**src/hw/rtl/rdc_pkg.sv**
```systemverilog
// ----------------------------------------------------------------------------
// rdc_pkg
// Shared constants, opcodes and controller/datapath interface types for the
// rational divide and compare unit.
// ----------------------------------------------------------------------------
package rdc_pkg;

	// Operand and derived widths
	localparam int OPERAND_WIDTH = 16;
	localparam int PROD_W        = 2 * OPERAND_WIDTH;
	localparam int RESULT_W      = 32;
	localparam int OPCODE_W      = 3;
	localparam int DIV_CNT_W     = $clog2(PROD_W + 1);
	localparam int DSEL_W        = 2;

	// Opcodes
	localparam logic [OPCODE_W-1:0] OP_REDUCE  = 3'd0;
	localparam logic [OPCODE_W-1:0] OP_DIVIDE  = 3'd1;
	localparam logic [OPCODE_W-1:0] OP_EQUAL   = 3'd2;
	localparam logic [OPCODE_W-1:0] OP_GREATER = 3'd3;
	localparam logic [OPCODE_W-1:0] OP_LESS    = 3'd4;

	// Divider operand selects
	localparam logic [DSEL_W-1:0] DSEL_GCD = 2'd0;  // x / y for the next Euclid step
	localparam logic [DSEL_W-1:0] DSEL_NUM = 2'd1;  // numerator / gcd
	localparam logic [DSEL_W-1:0] DSEL_DEN = 2'd2;  // denominator / gcd

	typedef logic signed [OPERAND_WIDTH-1:0] operand_t;
	typedef logic signed [PROD_W-1:0]        prod_t;
	typedef logic signed [RESULT_W-1:0]      result_t;
	typedef logic [OPCODE_W-1:0]             opcode_t;

	// Controller to datapath
	typedef struct packed {
		logic              load_in;
		logic              mul_first;
		logic              mul_second;
		logic              seed;
		logic              cmp_load;
		logic              div_start;
		logic [DSEL_W-1:0] div_sel;
		logic              gcd_step;
		logic              quot_num_load;
		logic              quot_den_load;
		logic              err_set;
		logic              out_load;
	} rdc_cmd_t;

	// Datapath to controller
	typedef struct packed {
		opcode_t op;
		logic    x_zero;
		logic    y_zero;
		logic    div_busy;
		logic    div_done;
	} rdc_sts_t;

endpackage

```
**src/hw/rtl/rdc_divider.sv**
```systemverilog
// ----------------------------------------------------------------------------
// rdc_divider
// Iterative signed divider, one quotient bit per cycle, with C truncating
// semantics: quotient rounds toward zero, remainder takes the dividend's sign.
// ----------------------------------------------------------------------------
module rdc_divider (
	input  logic           clk,
	input  logic           arst_n,
	input  logic           start,
	input  rdc_pkg::prod_t dividend,
	input  rdc_pkg::prod_t divisor,
	output logic           busy,
	output logic           done,
	output rdc_pkg::prod_t quotient,
	output rdc_pkg::prod_t remainder
);
	import rdc_pkg::*;

	logic                 busy_q;
	logic                 done_q;
	logic [DIV_CNT_W-1:0] cnt_q;
	logic [PROD_W-1:0]    rem_q;
	logic [PROD_W-1:0]    quo_q;
	logic [PROD_W-1:0]    dvs_q;
	logic                 qneg_q;
	logic                 rneg_q;

	logic [PROD_W-1:0]    mag_a;
	logic [PROD_W-1:0]    mag_b;
	logic [PROD_W:0]      shifted;
	logic [PROD_W:0]      trial;

	// Take magnitudes of the operands
	assign mag_a = dividend[PROD_W-1] ? $unsigned(-dividend) : $unsigned(dividend);
	assign mag_b = divisor[PROD_W-1]  ? $unsigned(-divisor)  : $unsigned(divisor);

	// Shift in the next dividend bit and trial-subtract
	assign shifted = {rem_q, quo_q[PROD_W-1]};
	assign trial   = shifted - {1'b0, dvs_q};

	// Control: step counter, busy and done pulse
	always_ff @(posedge clk or negedge arst_n) begin
		if (!arst_n) begin
			busy_q <= 1'b0;
			done_q <= 1'b0;
			cnt_q  <= '0;
		end else begin
			done_q <= 1'b0;
			if (start) begin
				busy_q <= 1'b1;
				cnt_q  <= DIV_CNT_W'(PROD_W);
			end else if (busy_q) begin
				cnt_q <= cnt_q - 1'b1;
				if (cnt_q == DIV_CNT_W'(1)) begin
					busy_q <= 1'b0;
					done_q <= 1'b1;
				end
			end
		end
	end

	// Datapath: restoring shift-subtract
	always_ff @(posedge clk) begin
		if (start) begin
			rem_q  <= '0;
			quo_q  <= mag_a;
			dvs_q  <= mag_b;
			qneg_q <= dividend[PROD_W-1] ^ divisor[PROD_W-1];
			rneg_q <= dividend[PROD_W-1];
		end else if (busy_q) begin
			if (!trial[PROD_W]) begin
				rem_q <= trial[PROD_W-1:0];
				quo_q <= {quo_q[PROD_W-2:0], 1'b1};
			end else begin
				rem_q <= shifted[PROD_W-1:0];
				quo_q <= {quo_q[PROD_W-2:0], 1'b0};
			end
		end
	end

	// Restore signs
	assign quotient  = qneg_q ? prod_t'(-quo_q) : prod_t'(quo_q);
	assign remainder = rneg_q ? prod_t'(-rem_q) : prod_t'(rem_q);
	assign busy      = busy_q;
	assign done      = done_q;

endmodule

```
**src/hw/rtl/rdc_datapath.sv**
```systemverilog
// ----------------------------------------------------------------------------
// rdc_datapath
// Operand registers, shared multiplier, Euclid registers, shared divider and
// the result/output registers of the rational divide and compare unit.
// ----------------------------------------------------------------------------
module rdc_datapath (
	input  logic               clk,
	input  logic               arst_n,
	input  rdc_pkg::rdc_cmd_t  cmd,
	output rdc_pkg::rdc_sts_t  sts,
	input  rdc_pkg::opcode_t   opcode,
	input  rdc_pkg::operand_t  num_first,
	input  rdc_pkg::operand_t  den_first,
	input  rdc_pkg::operand_t  num_second,
	input  rdc_pkg::operand_t  den_second,
	output rdc_pkg::result_t   num_result,
	output rdc_pkg::result_t   den_result,
	output logic               compare_true,
	output logic               zero_gcd_error
);
	import rdc_pkg::*;

	opcode_t  op_q;
	operand_t p_q, q_q, r_q, s_q;
	prod_t    prod1_q, prod2_q;
	prod_t    n_q, d_q, x_q, y_q;
	result_t  res_num_q, res_den_q;
	logic     res_cmp_q, res_err_q;
	result_t  out_num_q, out_den_q;
	logic     out_cmp_q, out_err_q;

	operand_t mul_a, mul_b;
	prod_t    prod_w;
	prod_t    seed_n, seed_d;
	logic     cmp_w;
	prod_t    div_a, div_b;
	prod_t    div_quot, div_rem;
	logic     div_busy, div_done;

	// Shared multiplier: p*s on the first pass, q*r on the second
	assign mul_a  = cmd.mul_first ? p_q : q_q;
	assign mul_b  = cmd.mul_first ? s_q : r_q;
	assign prod_w = PROD_W'(mul_a) * PROD_W'(mul_b);

	// Pick the pair to reduce
	assign seed_n = (op_q == OP_DIVIDE) ? prod1_q : PROD_W'(p_q);
	assign seed_d = (op_q == OP_DIVIDE) ? prod2_q : PROD_W'(q_q);

	// Comparisons
	always_comb begin
		case (op_q)
			OP_EQUAL:   cmp_w = (p_q == r_q) && (q_q == s_q);
			OP_GREATER: cmp_w = prod1_q > prod2_q;
			OP_LESS:    cmp_w = prod1_q < prod2_q;
			default:    cmp_w = 1'b0;
		endcase
	end

	// Divider operand select
	always_comb begin
		case (cmd.div_sel)
			DSEL_NUM: begin
				div_a = n_q;
				div_b = x_q;
			end
			DSEL_DEN: begin
				div_a = d_q;
				div_b = x_q;
			end
			default: begin
				div_a = x_q;
				div_b = y_q;
			end
		endcase
	end

	rdc_divider u_divider (
		.clk       (clk),
		.arst_n    (arst_n),
		.start     (cmd.div_start),
		.dividend  (div_a),
		.divisor   (div_b),
		.busy      (div_busy),
		.done      (div_done),
		.quotient  (div_quot),
		.remainder (div_rem)
	);

	// Operand, product and Euclid registers
	always_ff @(posedge clk) begin
		if (cmd.load_in) begin
			op_q <= opcode;
			p_q  <= num_first;
			q_q  <= den_first;
			r_q  <= num_second;
			s_q  <= den_second;
		end
		if (cmd.mul_first) begin
			prod1_q <= prod_w;
		end
		if (cmd.mul_second) begin
			prod2_q <= prod_w;
		end
		if (cmd.seed) begin
			n_q <= seed_n;
			d_q <= seed_d;
			x_q <= seed_n;
			y_q <= seed_d;
		end else if (cmd.gcd_step) begin
			x_q <= y_q;
			y_q <= div_rem;
		end
	end

	// Working result registers, cleared per item
	always_ff @(posedge clk) begin
		if (cmd.load_in) begin
			res_num_q <= '0;
			res_den_q <= '0;
			res_cmp_q <= 1'b0;
			res_err_q <= 1'b0;
		end else begin
			if (cmd.cmp_load) begin
				res_cmp_q <= cmp_w;
			end
			if (cmd.err_set) begin
				res_err_q <= 1'b1;
			end
			if (cmd.quot_num_load) begin
				res_num_q <= RESULT_W'(div_quot);
			end
			if (cmd.quot_den_load) begin
				res_den_q <= RESULT_W'(div_quot);
			end
		end
	end

	// Output register: holds the beat while the receiver stalls
	always_ff @(posedge clk) begin
		if (cmd.out_load) begin
			out_num_q <= res_num_q;
			out_den_q <= res_den_q;
			out_cmp_q <= res_cmp_q;
			out_err_q <= res_err_q;
		end
	end

	assign num_result     = out_num_q;
	assign den_result     = out_den_q;
	assign compare_true   = out_cmp_q;
	assign zero_gcd_error = out_err_q;

	assign sts.op       = op_q;
	assign sts.x_zero   = (x_q == '0);
	assign sts.y_zero   = (y_q == '0);
	assign sts.div_busy = div_busy;
	assign sts.div_done = div_done;

endmodule

```
**src/hw/rtl/rdc_ctrl.sv**
```systemverilog
// ----------------------------------------------------------------------------
// rdc_ctrl
// Sequencer for the rational divide and compare unit: input and output
// handshakes, multiply passes, Euclid loop and the two reducing divisions.
// ----------------------------------------------------------------------------
module rdc_ctrl (
	input  logic              clk,
	input  logic              arst_n,
	input  logic              in_valid,
	output logic              in_ready,
	output logic              out_valid,
	input  logic              out_ready,
	output rdc_pkg::rdc_cmd_t cmd,
	input  rdc_pkg::rdc_sts_t sts
);
	import rdc_pkg::*;

	localparam logic [3:0] ST_IDLE     = 4'd0;
	localparam logic [3:0] ST_MUL1     = 4'd1;
	localparam logic [3:0] ST_MUL2     = 4'd2;
	localparam logic [3:0] ST_DISPATCH = 4'd3;
	localparam logic [3:0] ST_CHECK    = 4'd4;
	localparam logic [3:0] ST_GCD      = 4'd5;
	localparam logic [3:0] ST_DIVN     = 4'd6;
	localparam logic [3:0] ST_DIVD     = 4'd7;
	localparam logic [3:0] ST_FINISH   = 4'd8;

	logic [3:0] state_q, state_d;
	logic       out_valid_q;

	// Next state and commands
	always_comb begin
		cmd     = '0;
		state_d = state_q;
		unique case (state_q)
			ST_IDLE: begin
				if (in_valid) begin
					cmd.load_in = 1'b1;
					state_d     = ST_MUL1;
				end
			end
			ST_MUL1: begin
				cmd.mul_first = 1'b1;
				state_d       = ST_MUL2;
			end
			ST_MUL2: begin
				cmd.mul_second = 1'b1;
				state_d        = ST_DISPATCH;
			end
			ST_DISPATCH: begin
				unique case (sts.op) inside
					OP_REDUCE, OP_DIVIDE: begin
						cmd.seed = 1'b1;
						state_d  = ST_CHECK;
					end
					OP_EQUAL, OP_GREATER, OP_LESS: begin
						cmd.cmp_load = 1'b1;
						state_d      = ST_FINISH;
					end
					default: begin
						state_d = ST_FINISH;
					end
				endcase
			end
			ST_CHECK: begin
				if (!sts.y_zero) begin
					cmd.div_start = 1'b1;
					cmd.div_sel   = DSEL_GCD;
					state_d       = ST_GCD;
				end else if (sts.x_zero) begin
					cmd.err_set = 1'b1;
					state_d     = ST_FINISH;
				end else begin
					cmd.div_start = 1'b1;
					cmd.div_sel   = DSEL_NUM;
					state_d       = ST_DIVN;
				end
			end
			ST_GCD: begin
				if (sts.div_done) begin
					cmd.gcd_step = 1'b1;
					state_d      = ST_CHECK;
				end
			end
			ST_DIVN: begin
				if (sts.div_done) begin
					cmd.quot_num_load = 1'b1;
					cmd.div_start     = 1'b1;
					cmd.div_sel       = DSEL_DEN;
					state_d           = ST_DIVD;
				end
			end
			ST_DIVD: begin
				if (sts.div_done) begin
					cmd.quot_den_load = 1'b1;
					state_d           = ST_FINISH;
				end
			end
			ST_FINISH: begin
				if (!out_valid_q || out_ready) begin
					cmd.out_load = 1'b1;
					state_d      = ST_IDLE;
				end
			end
			default: begin
				state_d = ST_IDLE;
			end
		endcase
	end

	// State and output-valid registers
	always_ff @(posedge clk or negedge arst_n) begin
		if (!arst_n) begin
			state_q     <= ST_IDLE;
			out_valid_q <= 1'b0;
		end else begin
			state_q <= state_d;
			if (cmd.out_load) begin
				out_valid_q <= 1'b1;
			end else if (out_ready) begin
				out_valid_q <= 1'b0;
			end
		end
	end

	assign in_ready  = (state_q == ST_IDLE);
	assign out_valid = out_valid_q;

`ifndef SYNTHESIS
	a_div_start_idle: assert property (@(posedge clk) disable iff (!arst_n)
		cmd.div_start |-> !sts.div_busy)
		else $error("divider started while busy");

	a_out_no_overwrite: assert property (@(posedge clk) disable iff (!arst_n)
		cmd.out_load |-> (!out_valid_q || out_ready))
		else $error("output beat overwritten");

	a_accept_to_mul: assert property (@(posedge clk) disable iff (!arst_n)
		(in_valid && in_ready) |=> (state_q == ST_MUL1))
		else $error("accepted beat did not start multiply");

	a_done_only_waiting: assert property (@(posedge clk) disable iff (!arst_n)
		sts.div_done |-> (state_q == ST_GCD || state_q == ST_DIVN || state_q == ST_DIVD))
		else $error("divider finished with no one waiting");

	a_drain_clears_valid: assert property (@(posedge clk) disable iff (!arst_n)
		(out_valid_q && out_ready && !cmd.out_load) |=> !out_valid_q)
		else $error("output valid held after beat taken");
`endif

endmodule

```
**src/hw/rtl/rational_divide_compare_unit.sv**
```systemverilog
// ----------------------------------------------------------------------------
// rational_divide_compare_unit
// Reduces, divides and compares signed fractions p/q and r/s.
// ----------------------------------------------------------------------------
// Usage:
//   Input channel in_valid/in_ready carries opcode and the four operands;
//   output channel out_valid/out_ready carries num_result, den_result,
//   compare_true and zero_gcd_error. One result beat per input beat.
//   Compare ops and unused opcodes pass through MUL1, MUL2, DISPATCH and
//   FINISH, where the result goes into the output register. Reduce and
//   divide run Euclid's algorithm on a shared one-bit-per-cycle divider of
//   2*OPERAND_WIDTH bits: each remainder step is one divider run, and the
//   two reducing divisions follow unless the gcd is zero. One item is in
//   work at a time: the next beat is taken in the cycle after the result is
//   loaded.
//   in_ready is high whenever the sequencer is idle, also while a result
//   still waits in the output register; if the receiver stalls, a finished
//   item waits until that register frees, then in_ready rises again.
//   Reset (arst_n low) empties the unit: no result pending, ready to accept.
// ----------------------------------------------------------------------------
module rational_divide_compare_unit (
	input  logic              clk,
	input  logic              arst_n,
	input  logic              in_valid,
	output logic              in_ready,
	input  rdc_pkg::opcode_t  opcode,
	input  rdc_pkg::operand_t num_first,
	input  rdc_pkg::operand_t den_first,
	input  rdc_pkg::operand_t num_second,
	input  rdc_pkg::operand_t den_second,
	output logic              out_valid,
	input  logic              out_ready,
	output rdc_pkg::result_t  num_result,
	output rdc_pkg::result_t  den_result,
	output logic              compare_true,
	output logic              zero_gcd_error
);
	import rdc_pkg::*;

	rdc_cmd_t cmd;
	rdc_sts_t sts;

	rdc_ctrl u_ctrl (
		.clk       (clk),
		.arst_n    (arst_n),
		.in_valid  (in_valid),
		.in_ready  (in_ready),
		.out_valid (out_valid),
		.out_ready (out_ready),
		.cmd       (cmd),
		.sts       (sts)
	);

	rdc_datapath u_datapath (
		.clk            (clk),
		.arst_n         (arst_n),
		.cmd            (cmd),
		.sts            (sts),
		.opcode         (opcode),
		.num_first      (num_first),
		.den_first      (den_first),
		.num_second     (num_second),
		.den_second     (den_second),
		.num_result     (num_result),
		.den_result     (den_result),
		.compare_true   (compare_true),
		.zero_gcd_error (zero_gcd_error)
	);

endmodule

```
**config.mk**
```make
export PLATFORM = sky130hd
export DESIGN_NAME = rational_divide_compare_unit
export DESIGN_NICKNAME = d
export VERILOG_FILES = /design/src/hw/rtl/rdc_pkg.sv /design/src/hw/rtl/rdc_divider.sv /design/src/hw/rtl/rdc_datapath.sv /design/src/hw/rtl/rdc_ctrl.sv /design/src/hw/rtl/rational_divide_compare_unit.sv
export SDC_FILE = /design/constraint.sdc
export NUM_CORES = 2
export LEC_CHECK = 0
export ABC_AREA = 1
export BUFFER_PORTS_ARGS = -buffer_cell sky130_fd_sc_hd__buf_2
export CAP_MARGIN = 20
export CELL_PAD_IN_SITES_DETAIL_PLACEMENT = 0
export CELL_PAD_IN_SITES_GLOBAL_PLACEMENT = 1
export CORE_MARGIN = 8
export CORE_UTILIZATION = 49
export DETAILED_ROUTE_END_ITERATION = 6
export HOLD_SLACK_MARGIN = 0.02
export PLACE_DENSITY_LB_ADDON = 0.15
export SYNTH_ARGS = -nofsm -noshare
export SYNTH_HDL_FRONTEND = slang
export SYNTH_SLANG_ARGS = --single-unit
```
**constraint.sdc**
```tcl
create_clock -name clk -period 7.8 [get_ports clk]
set_input_delay 1.56 -clock clk [delete_from_list [all_inputs] [get_ports clk]]
set_output_delay 1.56 -clock clk [all_outputs]
set_load 0.01 [all_outputs]
```
; Yosys cells after proc, flatten, opt, wreduce, memory -nomap -nowiden
; Index checks and enable logic that the tools add are counted.
[totals]
register_bits = 502
latchBits = 0
mem_bits_rw = 0
rom_bits = 0
input_bits = 71
elab_cells = 134
memories = 0
[op_classes]
n_addsub = 6
multipliers = 1
n_div = 0
magnitude_cmp = 2
n_eq_ne = 22
shifts = 0
mux = 58
bitwise = 1
reduce_logical = 14
[op_table]
columns = cell, count
row1 = $mux W32, 13
row2 = $neg A32 Y32, 4
row3 = $logic_not A32 Y1, 2
row4 = $pmux W32 S2, 1
row5 = $pmux W4 S9, 1
row6 = $sub A33 B32 Y33, 1
row7 = $eq A16 B16 Y1, 2
row8 = $gt A32 B32 Y1, 1
row9 = $lt A32 B32 Y1, 1
row10 = $mul A16 B16 Y32, 1
row11 = $mux W16, 2
row12 = $mux W4, 8
row13 = $mux W31, 1
row14 = $mux W1, 24
row15 = $eq A4 B3 Y1 const B, 4
row16 = $mux W6, 2
row17 = $mux W3, 3
row18 = $eq A4 B2 Y1 const B, 2
row19 = $ne A2 B1 Y1 const B, 4
row20 = $eq A3 B2 Y1 const B, 2
row21 = $eq A6 B1 Y1 const B, 1
row22 = $pmux W3 S2, 1
row23 = $reduce_bool A2 Y1, 3
row24 = $sub A6 B1 Y6 const B, 1
row25 = 18 further kinds, 19

; Longest topological paths before layout
[depth]
word_depth = 9
ltp_mapped = 32
depth_no_buf = 30

; Cells and area by module
; A second synthesis with hierarchy kept.
[unflattened]
cells_unflattened = 4371
hier_area_um2 = 36931.7
[modules_own_cells]
columns = mod, n_inst, cells_each, area_each_um2
row1 = rdc_datapath, 1, 2679, 26141.3
row2 = rdc_divider, 1, 1606, 10298.6
row3 = rdc_ctrl, 1, 86, 491.7

; Least setup slack after synthesis
; OpenSTA, ideal clock, no wires.
[synth_path]
path_type = register to register
startpoint = reg u_ctrl.state_q[3]
endpoint = reg u_datapath.prod1_q[25] (data pin)
setup_ps = 263
arrival_ps = 6585
slack_ps = 952
path_stages_with_launch = 29
path_cell_list = dfrtp_1 > nor2_1 > nand2_2 > inv_1 > or2_2 > o21ai_0 > inv_1 > clkbuf_1 > nand2_1 > fa_1 > inv_1 > fa_1 > inv_1 > fa_1 > inv_1 > fa_1 > fa_1 > inv_1 > fa_1 > inv_1 > ha_1 > nand2_1 > inv_1 > nand2_1 > nor3_1 > nand4_1 > nand3_1 > a21oi_1 > xnor2_1
[synth_between]
elab_chain_len = 4
[synth_rtl]
columns = element, line
row1 = start: declaration, rdc_ctrl.sv:28  ; logic [3:0] state_q, state_d;
row2 = start signal: assignment, rdc_ctrl.sv:117  ; state_q <= state_d;
row3 = $eq A4 B1 Y1 *, rdc_ctrl.sv:35  ; unique case (state_q)
row4 = $mux W1 *, rdc_ctrl.sv:35
row5 = $mux W16 (on tied branches), "rdc_datapath.sv:41, rdc_datapath.sv:42"
row6 = $mul A16 B16 Y32 *, rdc_datapath.sv:43  ; assign prod_w = PROD_W'(mul_a) * PROD_W'(mul_b);
row7 = net u_datapath.prod_w[25], rdc_datapath.sv:33  ; prod_t prod_w;
row8 = end signal: assignment, rdc_datapath.sv:99  ; prod1_q <= prod_w;
row9 = end: declaration, rdc_datapath.sv:25  ; prod_t prod1_q, prod2_q;
; The timed path passes the listed nets; every way through them passes the cells marked *.
; A chain may end at the register's enable or synchronous reset.

; Final worst setup path
[layout_path]
startpoint = reg u_ctrl.state_q[3]
endpoint = reg u_datapath.prod1_q[19] (data pin)
; Same word-level chain as after synthesis.

==> metrics <==
dpl ws -0.0490 ns; last element of the critical path u_datapath.prod1_q[19]$_DFFE_PN_; CTS-repair resized insts 1; overall global routing resource usage 0.256; outcome finished, final reports clean; hold_buf cts 0; fraction of the mapped netlist area in simple logic gates 0.214; Reg-to-Reg Start u_ctrl.state_q[3]$_DFFE_PN0P_; fraction of registers with async set/reset 0.0259; series of cell instances along the critical path nor2_1 -> nand2_2 -> buf_12 -> o21ai_1 -> inv_1 -> nor2_1 -> fa_1 -> inv_1 -> fa_1 -> fa_1 -> fa_1 -> inv_1 -> fa_1 -> inv_1 -> fa_1 -> inv_1 -> ha_1 -> nand2_1 -> nor2_1 -> inv_1 -> nor3_1 -> nor2_1 -> o21ai_0 -> xor2_1; 1st-iter DRT viols 2042; setup repair after global routing missed its margin false; initial antenna violation count 1; highest metal layer with signal wires met4; CP required 8.19 ns; Final period util 0.956; share of cells above drive strength 1 0.0836; PnR worst setup slack 0.342 ns; proportion of synthesized chip area in sequential cells 0.378; global-route wire length before repair 171000 µm; standard cell with the maximum stage delay on the critical path o21ai_1; post-route worst hold slack 0.428 ns; number of ports placed on the die boundary 139; area of the core 75400 µm²; dominant combinational cell family by area after synthesis simple AND/OR/NAND/NOR gates; Total Wirelength 110000 µm; Die H 291 µm; top flip-flop cell by instance count after synthesis edfxtp_1; initial core utilization 0.491; buffer type at the clock tree root clkbuf_16; Synth Register Bits 502; logic depth of the worst register-to-register path 24; number of iterations in the first detailed-routing pass 5; class of the worst hold path flip-flop to flip-flop; met3 layer wire length in the routed design 4720 µm; post-route minimum period 7.46 ns; share of the synthesized area in compound gates (AO/OA/AOI/OAI) 0.0802; final routed wire length divided by cell count 19.7 µm; total number of clock tree sinks 502; gate count after technology mapping 4404; Buffers & Inverters on Critical Path 7; clock latency reported for the late side of the worst-skew pair 0.64 ns; total routed wire length on the met1 layer 46700 µm; quantity of I/O buffers inserted on ports 138; type of element capturing the critical path flip-flop; TritonCTS Buffers 56; Final Setup Violations 0; Final Slew Violations 0; syn nets 4892; kind of cell adding the most delay to the critical path adder cells; mapped cell area 37100 µm²; final net count 5024; largest net degree at the start of global routing 104; Post-CTS Setup Inserts 0; floorplan die area 84700 µm²; Via-to-Cell Ratio 5.24; # H-tree levels 2; library cells used by synthesis 55; CP Class flip-flop to flip-flop; Yosys warning total 0; ANT cells 0; Post-Synth XOR/XNOR Area 0.0357; count of flip-flops with a built-in enable after synthesis 391; Post-Synth Adder-Cell Area 0.194; average size of a mapped cell 8.42 µm²; most frequent cells in the layout nand2_1 (1064), inv_1 (766), nor2_1 (405); number of nets still failing antenna checks after routing 0; Congestion Overflow GR 0; endpoints failing hold 0; largest stage delay on the critical path 0.64 ns; Max Buffers Root-to-Sink 3; worst r2r dst u_datapath.prod1_q[19]$_DFFE_PN_; std cell rows 101; via total after detailed routing 29200; DRC Markers 0; register-to-register setup slack 0.34 ns; Critical Path Fanout Max 61; horizontal extent of the die 291 µm; DP HPWL 88500 µm; post-CTS clock slew at the launch and capture registers of the worst setup and hold paths 0.06 ns; RePlAce Congestion 0.991; maximum clock skew at final layout 0.0734 ns; launching element of the worst setup path u_ctrl.state_q[3]$_DFFE_PN0P_; Crit. path cell count 24; kind of start point of the critical path flip-flop; met2 wirelength from detailed routing 54400 µm; count of maximum capacitance violations 0; worst slew margin relative to its limit 0.324; CTS tree built; Area Overhead vs Synth 10.1%; transition time of the tightest slew-check pin 1.01 ns; Highest Clock Rate 134 MHz; CP Data Arrival Time 7.85 ns; leading cell type in the layout, fill and taps excluded nand2_1; post-synthesis mux area share 0.000877; vias in the first global route 29400
==> cells in the mapped netlist, types with 39 or more instances <==
cell	n	area (µm²)
nor2_1	409	1540
xor2_1	97	850
a21oi_1	102	510
edfxtp_1	391	11700
o21ai_1	55	275
o21ai_0	223	1120
xnor2_1	54	473
nand3_1	272	1360
nand2_1	1066	4000
buf_2	39	195
fa_1	263	5270
inv_1	767	2880
ha_1	154	1930
dfxtp_1	98	1960
nand4_1	47	294
clkbuf_1	58	218
==> worst reg2reg max path, delay by kind of cell (launching register included) <==
kind,cells,cell delay (ns)
buffers and inverters,7,1.02
AND/OR/NAND/NOR,7,1.28
XOR/XNOR,1,0.28
adder cells (fa/ha/maj),7,3.36
AO/OA/AOI/OAI,2,0.92
flip-flops,1,0.40
==> state kept, by name, summed over array words and instances, names as in the netlist, 32 cells and up <==
register and flops:
u_datapath.y_q 32, u_datapath.prod1_q 32, u_datapath.x_q 32, u_datapath.u_divider.dvs_q 32, u_datapath.d_q 32, u_datapath.res_num_q 32
u_datapath.u_divider.quo_q 32, u_datapath.den_result 32, u_datapath.u_divider.rem_q 32, u_datapath.res_den_q 32, u_datapath.n_q 32, u_datapath.num_result 32
u_datapath.prod2_q 32
==> kinds of logic (layout without fill, tap and decap cells) <==
logic type,after synthesis,in the layout
XOR/XNOR,151,151
AND/OR/NAND/NOR,1907,1907
adder cells (fa/ha/maj),417,417
buffers and inverters,905,1085
AO/OA/AOI/OAI,519,519
flip-flops,502,502
multiplexers,3,3
==> metal layers <==
layer  vias up  GRT usage
met1     14000      0.327
met5         -          0
li1      14300          -
met4         0     0.0845
met2       684      0.454
met3       165     0.0257
==> stage by stage <==
stage	utilization	instance area [µm²]	std cells	setup TNS, ns
after floorplan	-	37100	4404	0
after global placement	0.515	38900	5456	-0.0754
after detailed placement	0.515	38900	5456	-0.0981
after CTS	0.541	40800	5562	0
after global routing	0.541	40800	5562	0
final	0.541	40800	5562	0
==> how the worst min path moves through the flow <==
stage / startpoint / end / slack (ns) / depth (start not counted)
floorplan: u_datapath.res_cmp_q$_SDFFE_PP0P_ / u_datapath.compare_true$_DFFE_PP_ / 0.40 / 0
CTS: u_datapath.res_den_q[2]$_SDFFE_PP0P_ / u_datapath.den_result[2]$_DFFE_PP_ / 0.43 / 0
global route: u_datapath.res_den_q[2]$_SDFFE_PP0P_ / u_datapath.den_result[2]$_DFFE_PP_ / 0.43 / 0
finish: u_datapath.res_den_q[13]$_SDFFE_PP0P_ / u_datapath.den_result[13]$_DFFE_PP_ / 0.43 / 0
detailed placement: u_datapath.res_den_q[2]$_SDFFE_PP0P_ / u_datapath.den_result[2]$_DFFE_PP_ / 0.41 / 0
global placement: u_datapath.res_num_q[0]$_SDFFE_PP0P_ / u_datapath.num_result[0]$_DFFE_PP_ / 0.41 / 0
==> area by class of cell <==
type,count,area [µm²]
clock inverters,33,417
clock buffers,73,1560
repair buffers,196,1140
multi-input cells,2997,19500
inverters,783,2940
well taps,978,1220
fillers,7234,34600
flip-flops and latches,502,14000
Power is left out: the tool's default activity adds up to more than one toggle a clock period on the data nets, which glitch-free logic cannot reach.
